**config.mk**
```make
export PLATFORM = sky130hd
export DESIGN_NAME = ffha_ram
export DESIGN_NICKNAME = d
export VERILOG_FILES = /design/src/rtl/core/ffha_ram.sv
export SDC_FILE = /design/constraint.sdc
export NUM_CORES = 1
export LEC_CHECK = 0
export BUFFER_PORTS_ARGS = -buffer_cell sky130_fd_sc_hd__buf_2
export CAP_MARGIN = 25
export CORE_ASPECT_RATIO = 1.5
export CORE_MARGIN = 3
export CORE_UTILIZATION = 24
export CTS_CLUSTER_SIZE = 12
export DETAILED_ROUTE_END_ITERATION = 8
export SYNTH_ARGS = -nofsm -noshare
export SYNTH_HDL_FRONTEND = slang
export SYNTH_SLANG_ARGS = --single-unit
```
**constraint.sdc**
```tcl
create_clock -name clk -period 6.7 [get_ports clk]
set_clock_uncertainty 0.1 [all_clocks]
set_input_delay 1.675 -clock clk [delete_from_list [all_inputs] [get_ports clk]]
set_output_delay 1.675 -clock clk [all_outputs]
set_load 0.01 [all_outputs]
```
**src/rtl/core/ffha_ram.sv**
```systemverilog
// ffha_ram: generic single-port synchronous RAM, registered read.
// No dependencies.
module ffha_ram #(
  parameter int Width = 8,
  parameter int Depth = 16
) (
  input  logic                     clk,
  input  logic                     we,
  input  logic [$clog2(Depth)-1:0] addr,
  input  logic [Width-1:0]         wdata,
  output logic [Width-1:0]         rdata
);
  logic [Width-1:0] mem [Depth];

  always_ff @(posedge clk) begin
    if (we) mem[addr] <= wdata;
    rdata <= mem[addr];
  end
endmodule

```
==> flow_metrics.tcl <==
set metrics [dict create \
    ys_warn_count 0 \
    antenna_found_initial 0 \
    synth_area_leader_cell "edfxtp_1" \
    grt_max_degree 40 \
    maxSlewViolCount 0 \
    n_fill_cell 1973 \
    die-area_sq_um 22930 \
    final_cell_count_no_fill 540 \
    layout_common_cells "edfxtp_1, mux4_2, buf_2" \
    vias 2322 \
    cap_violations 0 \
    cts_root_buf "clkbuf_16" \
    post_synth.cell_area_avg_sq_um 22.03 \
    drt-pass1-iter-count 4 \
    ant_nets 0 \
    cts_buffer_depth 2 \
    drive_gt1_share_pct 30.07 \
    fmax_mhz 293.6 \
    synth_top_family_by_area "multiplexers" \
    worst_pin_slew_ns 0.9165 \
    multi_input_area_sq_um 1003 \
    port_buffers 21 \
    avgViaCountPerCell 4.300 \
    hold_buffers 0 \
    finalCriticalPeriod_ns 3.405 \
    fp.dieH_microns 184.0 \
    path_cells "buf_2 -> nand2_1 -> nor2_1" \
    synth.area.top_cells "edfxtp_1, mux4_2, dfxtp_1, a22oi_1, nor2_1" \
    async_flop_share_pct 0 \
    critPathKind "in -> reg" \
    synthDistinctLibCells 18 \
    drt_iter0_markers 196 \
    synth-compound-area-share_pct 2.370 \
    syn_area_sq_um 5067 \
    ys_seq_area_share_pct 79.01 \
    synth_fp_nets 244 \
    synth-simple-area-share_pct 3.210 \
    antennaDiodeCount 0 \
    cp_max_fo 39 \
    fin_nets 278 \
    synth_top_area_share_pct 75.85 \
    synth_edf_count 128 \
    rows 64 \
    synthMuxAreaShare_pct 14.22 \
    worst_slack_ns 3.295 \
    clk_pin_slew_worst_paths_ns 0.06 \
    clk_latency_ns 0.41 \
    cts_made_buffers 17 \
    startpoint_type "input port" \
    ys.flop_type "edfxtp_1" \
    grt_pass1_vias 2527 \
    drt_wl_total_mm 10.19 \
    grt_pass1_wl_mm 15.55 \
    post-place-ws_ns 2.846 \
    synthXorXnorAreaFrac_pct 0 \
    drt-wirelength-per-cell_microns 18.86 \
    finalSetupViolCount 0 \
    seqCellArea_sq_um 4004 \
    cts.repair.resized 0 \
    cp.arrival_ns 3.34 \
    syn_to_final_growth_pct 19.36 \
    gr-total-overflow 0 \
    dp_cells 509 \
    core_region_area_sq_um 20580 \
    peakVddDrop_v 0.0001350 \
    endpoint_kind "flip-flop" \
    finalCritPeriodShare_pct 50.83 \
    synth_seq_cells 136 \
    track_usage_pct 9.413 \
    synthAdderAreaFrac_pct 0 \
    cts_setup_buffers 0 \
    synth_cells 230 \
    final_common_cell "edfxtp_1" \
    final.setup.tns_ns 0 \
    pin_count 22 \
    hold_viol 0 \
    tritoncts "yes" \
    worst_path_max_delay_cell "buf_2" \
    leakage_nw 1.917 \
    cp_data_required_time_ns 6.63 \
    hp-class "reg -> reg" \
    relSlewSlack_pct 38.90 \
    grt_setup_unrepaired "no" \
    cpPeakStageDelay_ns 0.68 \
    hpwlAfterDp_mm 6.647 \
    htreeDepth 4 \
    gp_congestion 0.8062 \
    die_w_microns 124.6 \
    drc 0 \
    status "finished clean" \
    initial_core_util_pct 24.62 \
    clock-sinks 136 \
    power_density_nw_per_um2 320.6 \
]
synthesized netlist by cell type (4+ instances only):
cell type / n
edfxtp_1: 128
a22oi_1: 16
mux4_2: 32
buf_1: 4
nor2_1: 13
dfxtp_1: 8
nand2_1: 9
nor3_1: 4
report_power, final:
group	switching [mW]	total [mW]	internal, mW	leakage [nW]
sequential	0.00505	0.957	0.952	1.22
clock	0.316	0.892	0.576	0.274
combinational	0.0552	0.0901	0.0348	0.420
final cells by class:
type,count,area share (%)
clock buffer,20,7.220
clock inverter,11,2.172
multi-input combinational,83,16.59
sequential,136,66.20
tap,264,5.461
timing repair buffer,26,2.358
layer usage:
| metal | part of all wire [%] | GRT usage (%) | vias up |
|---|---|---|---|
| met1 | 39 | 10.46 | 1205 |
| li1 | - | - | 1026 |
| met2 | 54 | 16.40 | 78 |
| met3 | 4.7 | 3.140 | 13 |
| met4 | 2.4 | 4.256 | 0 |
| met5 | 0 | 0 | - |
final timing paths:
check | slack [ns] | from | endpoint | depth (start not counted)
worst min-delay path | 0.58 | mem[14][4] | rdata[4] | 3
worst max register to register | 5.19 | mem[2][5] | rdata[5] | 3
worst min register to register | 0.58 | mem[14][4] | rdata[4] | 3
worst max-delay path | 3.29 | addr[1] | mem[15][7] | 3
state kept, by name, indices dropped and copies added, names as in the netlist:
signal,flops
mem,128
rdata,8
per-stage QoR:
step | power (mW) | hold WS (ns) | util (%) | area, sq um
after CTS | 1.957 | 0.5873 | 29.39 | 6048
after detailed placement | 1.067 | 0.5738 | 26.63 | 5480
after floorplan | 1.025 | 0.5349 | - | 5067
final | 1.939 | 0.5794 | 29.39 | 6048
after global placement | 1.063 | 0.5616 | 26.59 | 5473
after global routing | 2.000 | 0.6230 | 29.39 | 6048
cell families after synthesis:
logic type,count (synthesis)
AND/OR/NAND/NOR,35
buffers and inverters,11
multiplexers,32
AO/OA/AOI/OAI,16
flip-flops,136
worst max-delay path, delay by kind of cell:
kind | cells | cell delay, ns
AND/OR/NAND/NOR | 2 | 0.96
buffers and inverters | 1 | 0.68
No activity file was read; power rests on OpenSTA's default activity.
